<file path="config.mk">
export PLATFORM = sky130hd
export DESIGN_NAME = csma_cd_bus_access_controller
export DESIGN_NICKNAME = d
export VERILOG_FILES = /design/src/sv/ccba_pkg.sv /design/src/sv/csma_cd_bus_access_controller.sv
export VERILOG_INCLUDE_DIRS = /design/src /design/src/sv
export SDC_FILE = /design/constraint.sdc
export NUM_CORES = 1
export LEC_CHECK = 0
export ABC_CLOCK_PERIOD_IN_PS = 7620
export BUFFER_PORTS_ARGS = -buffer_cell sky130_fd_sc_hd__buf_4
export CAP_MARGIN = 40
export CORE_MARGIN = 2
export CORE_UTILIZATION = 45
export CTS_CLUSTER_DIAMETER = 80
export DETAILED_ROUTE_END_ITERATION = 10
export PLACE_DENSITY_LB_ADDON = 0.2
export SKIP_CTS_REPAIR_TIMING = 1
export SLEW_MARGIN = 0
export SYNTH_ARGS = -nofsm -noshare
export SYNTH_HDL_FRONTEND = slang
export SYNTH_SLANG_ARGS = --single-unit
</file>
<file path="constraint.sdc">
create_clock -name i_clk -period 7.62 [get_ports i_clk]
set_input_delay 0.381 -clock i_clk [delete_from_list [all_inputs] [get_ports i_clk]]
set_output_delay 0.381 -clock i_clk [all_outputs]
set_load 0.02 [all_outputs]
</file>
<file path="src/sv/csma_cd_bus_access_controller_assert.svh">
// Assertion macros for the bus access controller.
// CCBA_ASSERT checks a property on the clock with reset masked out.
// CCBA_ASSERT_RST checks a property on the clock, reset included.
`ifndef CSMA_CD_BUS_ACCESS_CONTROLLER_ASSERT_SVH
`define CSMA_CD_BUS_ACCESS_CONTROLLER_ASSERT_SVH

`ifndef SYNTHESIS

`define CCBA_ASSERT(lbl, prop) \
    lbl: assert property (@(posedge i_clk) disable iff (!i_rst_n) prop) \
        else $error("bus access controller assertion failed");

`define CCBA_ASSERT_RST(lbl, prop) \
    lbl: assert property (@(posedge i_clk) prop) \
        else $error("bus access controller reset assertion failed");

`else

`define CCBA_ASSERT(lbl, prop)

`define CCBA_ASSERT_RST(lbl, prop)

`endif

`endif

</file>
<file path="src/sv/ccba_pkg.sv">
`default_nettype none

package ccba_pkg;

    // Event codes
    localparam logic [1:0] OP_TICK    = 2'd0;
    localparam logic [1:0] OP_RX_BYTE = 2'd1;
    localparam logic [1:0] OP_SEND    = 2'd2;
    localparam logic [1:0] OP_ECHO    = 2'd3;

    // Result status codes
    localparam logic [2:0] ST_IDLE      = 3'd0;
    localparam logic [2:0] ST_CD_BACKOFF = 3'd1;
    localparam logic [2:0] ST_PRIO_BACKOFF = 3'd2;
    localparam logic [2:0] ST_COLLISION = 3'd3;
    localparam logic [2:0] ST_NET_BUSY  = 3'd4;
    localparam logic [2:0] ST_GRANTED   = 3'd5;

    // Configuration register indexes and reset values
    localparam logic [1:0] CFG_CD_BACKOFF     = 2'd0;
    localparam logic [1:0] CFG_COLLISION_HOLD = 2'd1;
    localparam logic [1:0] CFG_PRIO_TICK      = 2'd2;

    localparam logic [15:0] CD_BACKOFF_RST     = 16'd1200;
    localparam logic [15:0] COLLISION_HOLD_RST = 16'd900;
    localparam logic [7:0]  PRIO_TICK_RST      = 8'd60;

    // Bus mode
    typedef enum logic [2:0] {
        MODE_IDLE      = 3'b001,
        MODE_BACKOFF   = 3'b010,
        MODE_COLLISION = 3'b100
    } t_mode;

    typedef struct packed {
        logic [1:0] op;
        logic       line_busy;
        logic [7:0] prio_delay;
        logic [7:0] tx_byte;
        logic [7:0] echo_byte;
        logic       echo_present;
        logic       last_byte;
    } t_in_item;

    typedef struct packed {
        logic [2:0]  status;
        logic        send_break;
        logic [31:0] packets_sent;
        logic [31:0] collisions_seen;
    } t_out_item;

    // Status that reports a mode
    function automatic logic [2:0] mode_status(input t_mode mode);
        logic [2:0] st;
        unique case (mode)
            MODE_BACKOFF:   st = ST_CD_BACKOFF;
            MODE_COLLISION: st = ST_COLLISION;
            default:        st = ST_IDLE;
        endcase
        return st;
    endfunction

endpackage

`default_nettype wire

</file>
<file path="src/sv/csma_cd_bus_access_controller.sv">
`default_nettype none
// Each result is registered and is valid in the cycle after its input transaction is accepted.
// Throughput: one transaction per cycle; the single output register sets it and
// a new transaction is taken whenever that register is empty or being drained.
// Reset (i_rst_n low, synchronous): mode idle, counters and backoff state zero,
// config registers back to 1200 / 900 / 60, output register empty.

module csma_cd_bus_access_controller #(
    parameter int ELAPSED_BITS = 20
) (
    input  wire                  i_clk,
    input  wire                  i_rst_n,
    input  wire                  i_in_valid,
    output logic                 o_in_ready,
    input  ccba_pkg::t_in_item   i_in_item,
    output logic                 o_out_valid,
    input  wire                  i_out_ready,
    output ccba_pkg::t_out_item  o_out_item,
    input  wire                  i_cfg_we,
    input  wire  [1:0]           i_cfg_idx,
    input  wire  [15:0]          i_cfg_data
);

    import ccba_pkg::*;

    `include "csma_cd_bus_access_controller_assert.svh"

    localparam logic [ELAPSED_BITS-1:0] EL_MAX = '1;

    // Configuration
    logic [15:0] r_cd_backoff;
    logic [15:0] r_coll_hold;
    logic [7:0]  r_prio_tick;

    // Bus state
    t_mode                   r_mode,     n_mode;
    logic [ELAPSED_BITS-1:0] r_elapsed,  n_elapsed;
    logic [15:0]             r_coll_left, n_coll_left;
    logic                    r_tx_active, n_tx_active;
    logic [31:0]             r_pkt_cnt,  n_pkt_cnt;
    logic [31:0]             r_coll_cnt, n_coll_cnt;

    // Output register
    logic      r_out_valid;
    t_out_item r_out_item;

    logic [2:0]              n_status;
    logic                    n_break;
    logic                    load;
    logic [ELAPSED_BITS-1:0] elapsed_inc;
    logic [ELAPSED_BITS-1:0] cd_ext;
    logic [ELAPSED_BITS-1:0] full_ext;
    logic [15:0]             prio_prod;
    logic [16:0]             full_sum;
    logic                    echo_bad;

    assign o_in_ready  = !r_out_valid || i_out_ready;
    assign load        = i_in_valid && o_in_ready;
    assign o_out_valid = r_out_valid;
    assign o_out_item  = r_out_item;

    // Arithmetic for the transaction cases
    assign elapsed_inc = (r_elapsed == EL_MAX) ? r_elapsed : r_elapsed + 1'b1;
    assign cd_ext      = ELAPSED_BITS'(r_cd_backoff);
    assign prio_prod   = {8'd0, i_in_item.prio_delay} * {8'd0, r_prio_tick};
    assign full_sum    = {1'b0, r_cd_backoff} + {1'b0, prio_prod};
    assign full_ext    = ELAPSED_BITS'(full_sum);
    assign echo_bad    = !i_in_item.echo_present ||
                         (i_in_item.echo_byte != i_in_item.tx_byte);

    // Next state and result for one transaction
    always_comb begin
        n_mode      = r_mode;
        n_elapsed   = r_elapsed;
        n_coll_left = r_coll_left;
        n_tx_active = r_tx_active;
        n_pkt_cnt   = r_pkt_cnt;
        n_coll_cnt  = r_coll_cnt;
        n_status    = ST_IDLE;
        n_break     = 1'b0;

        unique case (i_in_item.op)
            OP_TICK: begin
                n_elapsed   = elapsed_inc;
                n_coll_left = (r_coll_left != 16'd0) ? r_coll_left - 16'd1 : r_coll_left;
                if (r_mode == MODE_BACKOFF && elapsed_inc >= cd_ext) begin
                    n_mode = MODE_IDLE;
                end else if (r_mode == MODE_COLLISION && n_coll_left == 16'd0) begin
                    n_mode = MODE_BACKOFF;
                end
                if (n_mode == MODE_IDLE && i_in_item.line_busy) begin
                    n_mode    = MODE_BACKOFF;
                    n_elapsed = '0;
                end
                n_status = mode_status(n_mode);
            end
            OP_RX_BYTE: begin
                n_mode    = MODE_BACKOFF;
                n_elapsed = '0;
                n_status  = ST_CD_BACKOFF;
            end
            OP_SEND: begin
                if (r_tx_active) begin
                    n_status = ST_NET_BUSY;
                end else begin
                    unique case (r_mode)
                        MODE_BACKOFF: begin
                            if (r_elapsed >= full_ext) begin
                                n_mode = MODE_IDLE;
                            end else if (r_elapsed < cd_ext) begin
                                n_status = ST_CD_BACKOFF;
                            end else begin
                                n_status = ST_PRIO_BACKOFF;
                            end
                        end
                        MODE_COLLISION: begin
                            if (r_coll_left == 16'd0) begin
                                n_mode   = MODE_BACKOFF;
                                n_status = ST_CD_BACKOFF;
                            end else begin
                                n_status = ST_COLLISION;
                            end
                        end
                        default: begin
                            n_mode = r_mode;
                        end
                    endcase
                    // Idle bus: either the line is busy or we win it
                    if (n_mode == MODE_IDLE) begin
                        if (i_in_item.line_busy) begin
                            n_mode    = MODE_BACKOFF;
                            n_elapsed = '0;
                            n_status  = ST_NET_BUSY;
                        end else begin
                            n_tx_active = 1'b1;
                            n_status    = ST_GRANTED;
                        end
                    end
                end
            end
            default: begin
                // Echo of a transmitted byte
                if (!r_tx_active) begin
                    n_status = mode_status(r_mode);
                end else if (echo_bad) begin
                    n_mode      = MODE_COLLISION;
                    n_coll_left = r_coll_hold;
                    n_coll_cnt  = r_coll_cnt + 32'd1;
                    n_tx_active = 1'b0;
                    n_break     = 1'b1;
                    n_status    = ST_COLLISION;
                end else if (i_in_item.last_byte) begin
                    n_pkt_cnt   = r_pkt_cnt + 32'd1;
                    n_mode      = MODE_BACKOFF;
                    n_elapsed   = '0;
                    n_tx_active = 1'b0;
                    n_status    = ST_IDLE;
                end else begin
                    n_status = ST_GRANTED;
                end
            end
        endcase
    end

    // Configuration writes
    always_ff @(posedge i_clk) begin
        if (!i_rst_n) begin
            r_cd_backoff <= CD_BACKOFF_RST;
            r_coll_hold  <= COLLISION_HOLD_RST;
            r_prio_tick  <= PRIO_TICK_RST;
        end else if (i_cfg_we) begin
            unique case (i_cfg_idx)
                CFG_CD_BACKOFF:     r_cd_backoff <= i_cfg_data;
                CFG_COLLISION_HOLD: r_coll_hold  <= i_cfg_data;
                CFG_PRIO_TICK:      r_prio_tick  <= i_cfg_data[7:0];
                default:            r_prio_tick  <= r_prio_tick;
            endcase
        end
    end

    // Bus state update on each accepted transaction
    always_ff @(posedge i_clk) begin
        if (!i_rst_n) begin
            r_mode      <= MODE_IDLE;
            r_elapsed   <= '0;
            r_coll_left <= '0;
            r_tx_active <= 1'b0;
            r_pkt_cnt   <= '0;
            r_coll_cnt  <= '0;
        end else if (load) begin
            r_mode      <= n_mode;
            r_elapsed   <= n_elapsed;
            r_coll_left <= n_coll_left;
            r_tx_active <= n_tx_active;
            r_pkt_cnt   <= n_pkt_cnt;
            r_coll_cnt  <= n_coll_cnt;
        end
    end

    // Output valid
    always_ff @(posedge i_clk) begin
        if (!i_rst_n) begin
            r_out_valid <= 1'b0;
        end else if (load) begin
            r_out_valid <= 1'b1;
        end else if (i_out_ready) begin
            r_out_valid <= 1'b0;
        end
    end

    // Output payload
    always_ff @(posedge i_clk) begin
        if (load) begin
            r_out_item.status          <= n_status;
            r_out_item.send_break      <= n_break;
            r_out_item.packets_sent    <= n_pkt_cnt;
            r_out_item.collisions_seen <= n_coll_cnt;
        end
    end

    // Checks
    `CCBA_ASSERT(a_break_is_collision, o_out_valid && o_out_item.send_break |-> o_out_item.status == ST_COLLISION)
    `CCBA_ASSERT(a_break_counts_once, load && n_break |=> r_coll_cnt == $past(r_coll_cnt) + 32'd1)
    `CCBA_ASSERT(a_tx_only_from_grant, $rose(r_tx_active) |-> $past(n_status) == ST_GRANTED)
    `CCBA_ASSERT_RST(a_reset_empties_output, !i_rst_n |=> !o_out_valid)

endmodule

`default_nettype wire

</file>
# Word level (Yosys, flattened, before mapping)
# Cells that the tools add are included.
[totals]
ff_bits = 213
inputBits = 52
out_inout_bits = 70
wordCells = 132
[op_classes]
add_sub_neg = 5
multipliers = 1
magnitude_cmp = 3
eq_ne = 16
muxes = 60
bitwise = 3
n_reduce_logical = 30
[op_table]
columns = ["cell", "n"]
rows = [
  ["$mux 32", 7],
  ["$mux 20", 8],
  ["$add 32x1->32 const B", 2],
  ["$mux 3", 20],
  ["$pmux 20 s3", 1],
  ["$mux 16", 3],
  ["$logic_not 16->1", 2],
  ["$pmux 16 s2", 1],
  ["$add 20x1->20 const B", 1],
  ["$eq 20x20->1 const B", 1],
  ["$ge 20x16->1", 1],
  ["$ge 20x17->1", 1],
  ["$lt 20x16->1", 1],
  ["$pmux 3 s3", 2],
  ["$add 16x16->17", 1],
  ["$mul 8x8->16", 1],
  ["$reduce_bool 16->1", 1],
  ["$sub 16x1->16 const B", 1],
  ["$pmux 2 s2", 3],
  ["$mux 1", 10],
  ["$ne 8x8->1", 1],
  ["$reduce_and 2->1", 4],
  ["$reduce_and 4->1", 2],
  ["$reduce_bool 4->1", 2],
  ["other kinds (21)", 41],
]

# Depth between registers and ports, before layout
# Gate-level depths: netlist (run 1).
[logic_depth]
depth_word = 14
mapped_depth = 30
mapped_depth_nobuf = 27

# Worst setup path before layout (run 1)
# No wires, ideal clock.
[synth_path]
path_kind = "input to register"
start = "in i_in_item[23] in the netlist's numbering"
end = "reg r_elapsed[13]"
setup_time_ns = 0.072
arrival_ns = 6.602
t_required_ns = 7.548
path_slack_ns = 0.946
path_stages = 26
n_path_buf = 2
cell_sequence = "clkbuf_1 > nand2_1 > fa_1 > inv_1 > fa_1 > inv_1 > fa_1 > fa_1 > inv_1 > ha_1 > and2_1 > a31o_2 > a41o_1 > nor4_1 > nor3_1 > nand3b_1 > ha_1 > nand2_1 > or2_1 > nor2b_1 > a2111oi_2 > o41a_1 > or3_1 > buf_2 > or4_1 > mux2i_1"
[synth_between]
elab_chain_len = 10
[synth_lines]
columns = ["element", "line_no", "source"]
rows = [
  ["from (decl)", "csma_cd_bus_access_controller.sv:15", "input ccba_pkg::t_in_item i_in_item,"],
  ["$mul 8x8->16", "csma_cd_bus_access_controller.sv:65", "assign prio_prod = {8'd0, i_in_item.prio_delay} * {8'd0, r_prio_tick};"],
  ["$add 16x16->17", "csma_cd_bus_access_controller.sv:66", "assign full_sum = {1'b0, r_cd_backoff} + {1'b0, prio_prod};"],
  ["$ge 20x17->1", "csma_cd_bus_access_controller.sv:108", "if (r_elapsed >= full_ext) begin"],
  ["$mux 3", "csma_cd_bus_access_controller.sv:108", ""],
  ["$pmux 3 s2", "csma_cd_bus_access_controller.sv:106", "unique case (r_mode)"],
  ["$mux 3", "csma_cd_bus_access_controller.sv:103", "if (r_tx_active) begin"],
  ["$mux 3", "csma_cd_bus_access_controller.sv:82", "unique case (i_in_item.op)"],
  ["$eq 3x1->1", "csma_cd_bus_access_controller.sv:129", "if (n_mode == MODE_IDLE) begin"],
  ["$ne 2x2->1 (no source line)", "n/a", ""],
  ["$reduce_and 7->1 (no source line)", "n/a", ""],
  ["to (signal assigned)", "csma_cd_bus_access_controller.sv:192", "r_elapsed <= n_elapsed;"],
  ["to (decl)", "csma_cd_bus_access_controller.sv:37", "logic [ELAPSED_BITS-1:0] r_elapsed, n_elapsed;"],
]
# Every way passes these cells. The select of a mux whose other input is x is not followed.
# A chain may end at the register's enable or synchronous reset.

# Final worst setup path (run 1)
[layout_path]
start = "reg r_prio_tick[6]"
end = "reg r_elapsed[13]"
[layout_between]
elab_chain_len = 10
[layout_lines]
columns = ["element", "line_no", "source"]
rows = [
  ["from (decl)", "csma_cd_bus_access_controller.sv:33", "logic [7:0] r_prio_tick;"],
  ["from (signal assigned)", "csma_cd_bus_access_controller.sv:175", "CFG_PRIO_TICK: r_prio_tick <= i_cfg_data[7:0];"],
  ["from (signal assigned)", "csma_cd_bus_access_controller.sv:176", "default: r_prio_tick <= r_prio_tick;"],
  ["$mul 8x8->16", "csma_cd_bus_access_controller.sv:65", ""],
  ["$add 16x16->17", "csma_cd_bus_access_controller.sv:66", ""],
  ["$ge 20x17->1", "csma_cd_bus_access_controller.sv:108", ""],
  ["$mux 3", "csma_cd_bus_access_controller.sv:108", ""],
  ["$pmux 3 s2", "csma_cd_bus_access_controller.sv:106", ""],
  ["$mux 3", "csma_cd_bus_access_controller.sv:103", ""],
  ["$mux 3", "csma_cd_bus_access_controller.sv:82", ""],
  ["$eq 3x1->1", "csma_cd_bus_access_controller.sv:129", ""],
  ["$ne 2x2->1 (no source line)", "n/a", ""],
  ["$reduce_and 7->1 (no source line)", "n/a", ""],
]
# Every way passes these cells. The select of a mux whose other input is x is not followed.

==> results of run 1 <==
[power by group]
group | leakage (nW) | total [W] | internal, W | switching [W]
combinational | 4.78 | 0.000901 | 0.000367 | 0.000534
clock | 0.385 | 0.00117 | 0.000695 | 0.000479
sequential | 1.85 | 0.00122 | 0.00120 | 0.0000217
[final cells by class]
cell class | count | area, sq um
well taps | 402 | 503.0
flip-flops and latches | 213 | 4945
fillers | 3018 | 15180
inverters | 136 | 513.0
clock inverters | 8 | 110.1
repair buffers | 132 | 1002
clock buffers | 36 | 686.9
multi-input cells | 1207 | 8782
[sequential cells by signal (all words and copies together), names as in the netlist]
name          cells
r_coll_cnt       32
r_prio_tick       8
r_mode            3
o_out_item       68
r_elapsed        20
o_out_valid       1
r_coll_left      16
r_cd_backoff     16
r_tx_active       1
r_pkt_cnt        32
r_coll_hold      16
[metal layers]
layer  global-route usage [%]  up-vias
met5                        0        -
met4                    5.216        0
met3                    2.417       50
met2                    34.05      287
met1                    28.22     5460
li1                         -     5796
[layout by cell type (no fill, tap or decap), types with 11 or more instances in the layout]
cell,n
nor4_1,11
nor3_1,40
o21ai_0,49
nor2_1,88
nor2b_1,23
dfxtp_1,145
edfxtp_1,68
nand3_1,73
a21o_1,11
a21boi_0,42
ha_1,92
mux2i_1,12
fa_1,51
nand2_1,195
clkbuf_16,25
xnor2_1,82
nand4_1,29
inv_1,135
buf_4,130
or3_1,22
and2_1,90
xor2_1,65
and3_1,22
a21oi_1,42
[kinds of logic (layout without fill, tap and decap cells)]
| kind of cell | count (synthesis) | in the layout | synth area share (%) |
|---|---|---|---|
| fa+ha+maj | 143 | 143 | 14.93 |
| simple gates | 652 | 652 | 23.11 |
| mux | 14 | 14 | 0.9804 |
| xor+xnor | 147 | 147 | 8.849 |
| flops | 213 | 213 | 33.99 |
| compound gates | 251 | 251 | 12.43 |
| buf+inv | 213 | 312 | 5.719 |
[worst max-delay path, cell delays in order, from the launching register on]
cell	delay, ns
dfxtp_1	0.51
and2_1	0.20
fa_1	0.45
fa_1	0.52
fa_1	0.55
inv_1	0.06
fa_1	0.55
inv_1	0.05
ha_1	0.34
a21o_1	0.20
a31o_2	0.23
a41o_1	0.26
nor4_1	0.41
nor3_1	0.13
nand3b_1	0.18
ha_1	0.32
nand2_1	0.08
or2_1	0.27
nor2b_1	0.15
a2111oi_2	0.14
o41a_1	0.44
or3_4	0.45
or4_1	0.52
mux2i_1	0.12
[per-stage QoR]
step	utilization (%)	instances	hold slack (ns)	setup slack (ns)	power, W
final	52.15	2134	0.06372	0.4318	0.003299
after CTS	52.14	2134	0.05473	0.2409	0.003341
after floorplan	-	1633	0.4405	0.9459	0.001903
after global placement	49.52	2087	0.4508	0.4143	0.002127
after global routing	52.15	2134	0.07690	0.08320	0.003496
after detailed placement	49.63	2090	0.4576	0.1961	0.002160
[worst max path at each step]
| stage | cells past startpoint | endpoint | startpoint |
|---|---|---|---|
| 2_1_floorplan | 26 | r_elapsed[13] | i_in_item[23] |
| 3_3_place_gp | 24 | r_elapsed[13] | i_in_item[19] |
| 3_5_place_dp | 24 | r_elapsed[13] | i_in_item[19] |
| 4_1_cts | 23 | r_elapsed[13] | r_prio_tick[6] |
| 5_1_grt | 26 | r_elapsed[13] | r_prio_tick[1] |
| 6_report | 23 | r_elapsed[13] | r_prio_tick[6] |
==> results.ini, run 1 <==
[logic_synthesis]
syn-instance-count=1633
synth_ff_type=dfxtp_1
synthDominantCellAreaShare_pct=19.95
synthTopCellsByArea=dfxtp_1 (20%), edfxtp_1 (14%), ha_1 (7.9%)
synth_most_common_cell=nand2_1
async_flop_share_pct=0
seq_area_frac_synth_pct=33.99
yosysTopAreaCell=dfxtp_1
synth_edf_count=68
ys_ff_latch=213
synth.avg_cell_area_sq_um=8.909
ys_warn_count=0
yosys-top-cells-count=nand2_1 (195), dfxtp_1 (145), inv_1 (136)
synth_nets=1828
synth_area_sq_um=14550
synth.distinct_cells=84

[final_layout]
layout-drive-gt1-share_pct=11.55
area_delta_synth_final_pct=13.70
fin_nets=1910
diodes=0
postLayoutCellArea_sq_um=16540

[clock_tree]
cts_root_buffer=clkbuf_16
clkSlewWorstSetupHoldPaths_ns=0.06
cts_buffers=25
cts.htree.levels=1
cts_tree=done
cts_max_path_buffers=3
cts_num_sinks=213
insertion_delay_ns=0.54

[route]
wirelength_um=34670
drc_errors=0
viasPerCell=5.433
highest_layer=met4
routed-wl-met2_um=15860
dr_wl_met3_um=1648
avgRoutedWirePerCell_um=16.24
via_count=11590
drt-initial-drc-count=704
first_pass_iters=5
ant_nets=0
drt-met1-wl_um=16390

[placed_design]
gp_congestion=0.8727
io_buffer_count=121
placed_area_sq_um=15740
hpwl_um=25640

[floorplan]
core_sq_um=31720
dieHeight_um=183.8
io_pins=122
rows=65
die_area_sq_um=33790
start_util_pct=45.87
die_x_um=183.8

[timing]
maxSlewHeadroom_pct=42.51
drv_slew=0
hold_viol=0
fin_crit_sh_pct=94.33
finClkSkew_ns=0.01015
setup_tns_ns=0
period_minus_slack_ns=7.188
tightest_slew_ns=0.8552
clock.fmax_mhz=139.1
final-setup-viol-count=0
rsz0062_at_grt=false

[power_and_ir_drop]
powerDensity_nw_per_um2=199.4
p_leak_nw=7.014
ir_drop_v=0.0001799

[job]
drv_cap=0

[grt]
grt_max_degree=85
grt_pass1_vias=11010
antenna_found_initial=0
grt_pass1_wl_um=56510
track_usage_pct=20.43
overflow=0

[critical_path]
critical_path_arrival_ns=7.66
cp.required_ns=8.09
critPathKind=flip-flop to flip-flop
r2r_slack_ns=0.43
worst-path-max-fanout=17
r2r-end=r_elapsed[13]
startpoint_type=flip-flop
reg2reg_depth=23
worstSetupEndpointType=flip-flop
r2r_start=r_prio_tick[6]

[min_path]
worstHoldEndpoint=r_coll_hold[9]
hold_path_class=input pin to flip-flop
holdPathStages=3
min_from=i_cfg_data[9]

[outcome]
status=completed

No activity file was read; power rests on OpenSTA's default activity.
==> run 2, diff against run 1 <==
- RECOVER_POWER: unset -> 50
==> results.ini, run 2 (synthesis results as in run 1) <==
[min_path]
hold_path_class=input pin to flip-flop

[timing]
fin_crit_sh_pct=94.48
tightest_slew_ns=3.199
clock.fmax_mhz=138.9
setup_tns_ns=0
final-setup-viol-count=0
hold_viol=0
drv_slew=215
hold_ws_ns=0.06423
finClkSkew_ns=0.01045
rsz0062_at_grt=false
maxSlewHeadroom_pct=-113.3
period_minus_slack_ns=7.199

[clock_tree]
insertion_delay_ns=0.54
cts_buffers=25
cts_tree=done
clkSlewWorstSetupHoldPaths_ns=0.06
cts_max_path_buffers=3
cts_num_sinks=213
cts_root_buffer=clkbuf_16
cts.htree.levels=1

[route]
wirelength_um=34710
ant_nets=0
via_count=11610
first_pass_iters=5
avgRoutedWirePerCell_um=16.27
viasPerCell=5.442
drc_errors=0
drt-initial-drc-count=704

[final_layout]
postLayoutCellArea_sq_um=16260
final_common_cell=nand2_1
layout-drive-gt1-share_pct=7.217
fin_nets=1910
diodes=0
largest_register_ffs=68
area_delta_synth_final_pct=11.78
mostFrequentLayoutCells=nand2_1 (195), dfxtp_1 (145), inv_1 (135)

[grt]
antenna_found_initial=0
grt_pass1_wl_um=56510
overflow=0
track_usage_pct=20.43
grt_max_degree=85
grt_pass1_vias=11010

[critical_path]
crit_chain=and2_1 -> fa_1 -> fa_1 -> fa_1 -> inv_1 -> fa_1 -> inv_1 -> ha_1 -> a21o_1 -> a31o_2 -> a41o_1 -> nor4_1 -> nor3_1 -> nand3b_1 -> ha_1 -> nand2_1 -> or2_1 -> nor2b_1 -> a2111oi_2 -> o41a_1 -> or3_4 -> or4_1 -> mux2i_1
critPathKind=flip-flop to flip-flop
crit_top_cell=fa_1
cp_top_family=adder cells
cp.buffers_inverters=2
cp_slowest_stage_delay_ns=0.55
worstSetupEndpointType=flip-flop
critical_path_arrival_ns=7.66
worst-path-max-fanout=17
cp.required_ns=8.08
startpoint_type=flip-flop
crit_slowest_cell=fa_1

[job]
drv_cap=3

[floorplan]
die_area_sq_um=33790
start_util_pct=45.87
io_pins=122
die_x_um=183.8
core_sq_um=31720
rows=65
dieHeight_um=183.8

[power_and_ir_drop]
p_leak_nw=6.732
powerDensity_nw_per_um2=201.9
ir_drop_v=0.0001796
totalPowerFinal_w=0.003284

[outcome]
status=finished, violations left
violations=max-capacitance violations, max-slew violations

[placed_design]
gp_congestion=0.8727
placed_area_sq_um=15740
hpwl_um=25640
io_buffer_count=121

-- run 2: changes by cell type in the layout (fill, tap and decap cells not counted) --
| cell | delta |
|---|---|
| and2_1 | -1 |
| mux2_1 | +1 |
| clkbuf_4 | +1 |
| buf_4 | -75 |
| and2_0 | +1 |
| inv_4 | -1 |
| clkinvlp_2 | +1 |
| mux2_2 | -1 |
| clkbuf_1 | +74 |
-- run 2: worst paths after layout --
check,cells past startpoint,end,start,slack (ns)
max reg2reg,23,r_elapsed[13],r_prio_tick[6],0.42
max,23,r_elapsed[13],r_prio_tick[6],0.42
min,3,r_coll_hold[9],i_cfg_data[9],0.06
min reg2reg,2,r_coll_hold[11],r_coll_hold[11],0.47
-- run 2: power by group --
group	internal, W	switching (W)	total (W)
Combinational	0.000352	0.000535	0.000887
Sequential	0.00120	0.0000213	0.00122
Clock	0.000695	0.000478	0.00117
Total	0.00225	0.00103	0.00328
-- run 2: through the flow --
stage	utilization (%)	std cells	worst slack (ns)
after floorplan	-	1633	0.9459
after global placement	49.52	2087	0.4143
after detailed placement	49.63	2090	0.1961
after CTS	52.14	2134	0.2409
after global routing	51.27	2134	0.07244
final	51.27	2134	0.4209
-- run 2: per-layer routing --
layer,track usage [%],routed length [um],up-vias
li1,-,-,5796
met1,28.22,16430,5496
met2,34.05,15860,271
met3,2.417,1642,50
met4,5.216,778,0
met5,0,0,-
-- run 2: layout make-up --
| cell class | count | area [sq um] |
|---|---|---|
| clock inverters | 8 | 110.1 |
| flip-flops and latches | 213 | 4945 |
| multi-input cells | 1207 | 8782 |
| well taps | 402 | 503.0 |
| inverters | 136 | 511.7 |
| fillers | 3086 | 15450 |
| repair buffers | 132 | 724.4 |
| clock buffers | 36 | 686.9 |
-- run 2: tightest hold or removal path: stages --
cell and delay [ns]:
buf_4 0.09, nand2_1 0.04, nand3_1 0.06
==> run 3, diff against run 2 <==
- ABC_CLOCK_PERIOD_IN_PS: 7620 -> 7300
- CORE_ASPECT_RATIO: unset -> 1.25
- clock period: 7.62 -> 7.3 ns (I/O delays scaled with it)
==> results.ini, run 3 (synthesis results as in run 1) <==
[grt]
grt_pass1_vias=11210
track_usage_pct=20.39
grt_max_degree=78
overflow=0
grtUsageMet2_pct=37.24
grt_busiest_layer=met2
grt.met3_usage_pct=2.085
grt_pass1_wl_um=56190
antenna_found_initial=0
grtUsageMet1_pct=25.65

[critical_path]
critPathKind=flip-flop to flip-flop
worst-path-max-fanout=9
r2r_slack_ns=0.44
cp.required_ns=7.75
critical_path_arrival_ns=7.30
r2r-end=r_elapsed[13]
reg2reg_depth=25
crit_slowest_cell=fa_1
startpoint_type=flip-flop
crit_top_cell=fa_1
cp_slowest_stage_delay_ns=0.55
r2r_start=r_prio_tick[7]
worstSetupEndpointType=flip-flop

[floorplan]
rows=73
start_util_pct=45.77
dieHeight_um=205.0
io_pins=122
die_area_sq_um=33790
core_sq_um=31790
die_x_um=164.8

[clock_tree]
cts_num_sinks=213
cts_root_buffer=clkbuf_16
cts_max_path_buffers=3
cts_tree=done
clkSlewWorstSetupHoldPaths_ns=0.06
insertion_delay_ns=0.53
cts.htree.levels=1
cts_buffers=24

[final_layout]
final_util_pct=51.30
area_delta_synth_final_pct=12.07
largest_register_ffs=68
final_common_cell=nand2_1
fin_nets=1914
mostFrequentLayoutCells=nand2_1 (195), dfxtp_1 (143), inv_1 (135)
diodes=0
fin_cells=2149
layout-drive-gt1-share_pct=7.714

[timing]
final-setup-viol-count=0
hold_viol=0
setup_tns_ns=0
timing.final.ws_setup_ns=0.4404
tightest_slew_ns=2.997
clock.fmax_mhz=145.8
fin_crit_sh_pct=93.97
rsz0062_at_grt=false
finClkSkew_ns=0.01262
maxSlewHeadroom_pct=-99.83
period_minus_slack_ns=6.860
drv_slew=206

[min_path]
worstHoldEndpoint=r_coll_hold[9]
hold_path_class=input pin to flip-flop
holdPathStages=3
min_from=i_cfg_data[9]

[power_and_ir_drop]
p_int_w=0.002307
p_seq_share_pct=38.0
p_clk_share_pct=35.1
totalPowerFinal_w=0.003360
powerDensity_nw_per_um2=206.1
sw_frac_of_total_pct=31.33
ir_drop_v=0.0001953
p_leak_nw=6.757
combPwrFrac_pct=26.9
p_sw_w=0.001053

[route]
via_count=11530
drt-initial-drc-count=679
avgRoutedWirePerCell_um=15.93
wirelength_um=34240
ant_nets=0
drc_errors=0
first_pass_iters=5
viasPerCell=5.364

[placed_design]
dp.cells=2105
hpwl_um=25640
gp_congestion=0.8737
io_buffer_count=121
pre_cts_ws_ns=0.1702

[outcome]
violations=max-capacitance violations, max-slew violations
status=finished, violations left

[job]
drv_cap=3

==> run 3: cell types whose count changed in the layout (fill, tap and decap cells not counted), moves of 2 or more <==
| cell | before | now |
|---|---|---|
| and2_0 | 2 | 4 |
| and2_1 | 89 | 87 |
| buf_4 | 55 | 59 |
| clkinv_2 | 2 | 4 |
| clkinv_8 | 0 | 2 |
| dfxtp_1 | 145 | 143 |
| dfxtp_2 | 0 | 2 |
==> run 3: final cells by class <==
class | count | area (sq um)
clock buffers | 33 | 664.4
inverters | 136 | 511.7
well taps | 412 | 515.5
multi-input cells | 1207 | 8800
repair buffers | 137 | 750.7
fillers | 3051 | 15480
flip-flops and latches | 213 | 4947
clock inverters | 11 | 115.1
==> run 3: worst max-delay path by stage <==
stage / start / to / slack, ns / depth (start not counted)
floorplan: i_in_item[23] / r_elapsed[13] / 0.64 / 26
global placement: i_in_item[19] / r_elapsed[13] / 0.27 / 25
detailed placement: i_in_item[19] / r_elapsed[13] / 0.17 / 25
CTS: r_prio_tick[1] / r_elapsed[13] / 0.15 / 27
global route: r_prio_tick[1] / r_elapsed[7] / 0.03 / 27
finish: r_prio_tick[7] / r_elapsed[13] / 0.44 / 25
==> run 3: per-layer routing <==
layer | up-vias | share of wire (%)
met3 | 43 | 4.7
met5 | - | 0
met4 | 0 | 2.1
met1 | 5387 | 43
met2 | 287 | 50
li1 | 5810 | -
==> run 3: power by group through the flow <==
stage	combinational (W)	sequential, W	clock [W]
CTS	0.000917	0.00128	0.00122
floorplan	0.000667	0.00132	0
global placement	0.000889	0.00130	0
finish	0.000905	0.00128	0.00118
detailed placement	0.000912	0.00130	0
global route	0.00104	0.00128	0.00126
==> run 3: critical path, delay by kind of cell (launching register included) <==
kind,cells,cell delay [ns]
multiplexers,1,0.12
buffers and inverters,4,0.33
flip-flops,1,0.47
AND/OR/NAND/NOR,10,2.13
adder cells (fa/ha/maj),6,2.77
AO/OA/AOI/OAI,4,0.94
==> run 3: per-stage QoR <==
step	area, sq um	hold WS (ns)
after floorplan	14550	0.4405
after global placement	15760	0.4539
final	16300	0.07213
after global routing	16300	0.08942
after CTS	16570	0.05253
after detailed placement	15790	0.4640
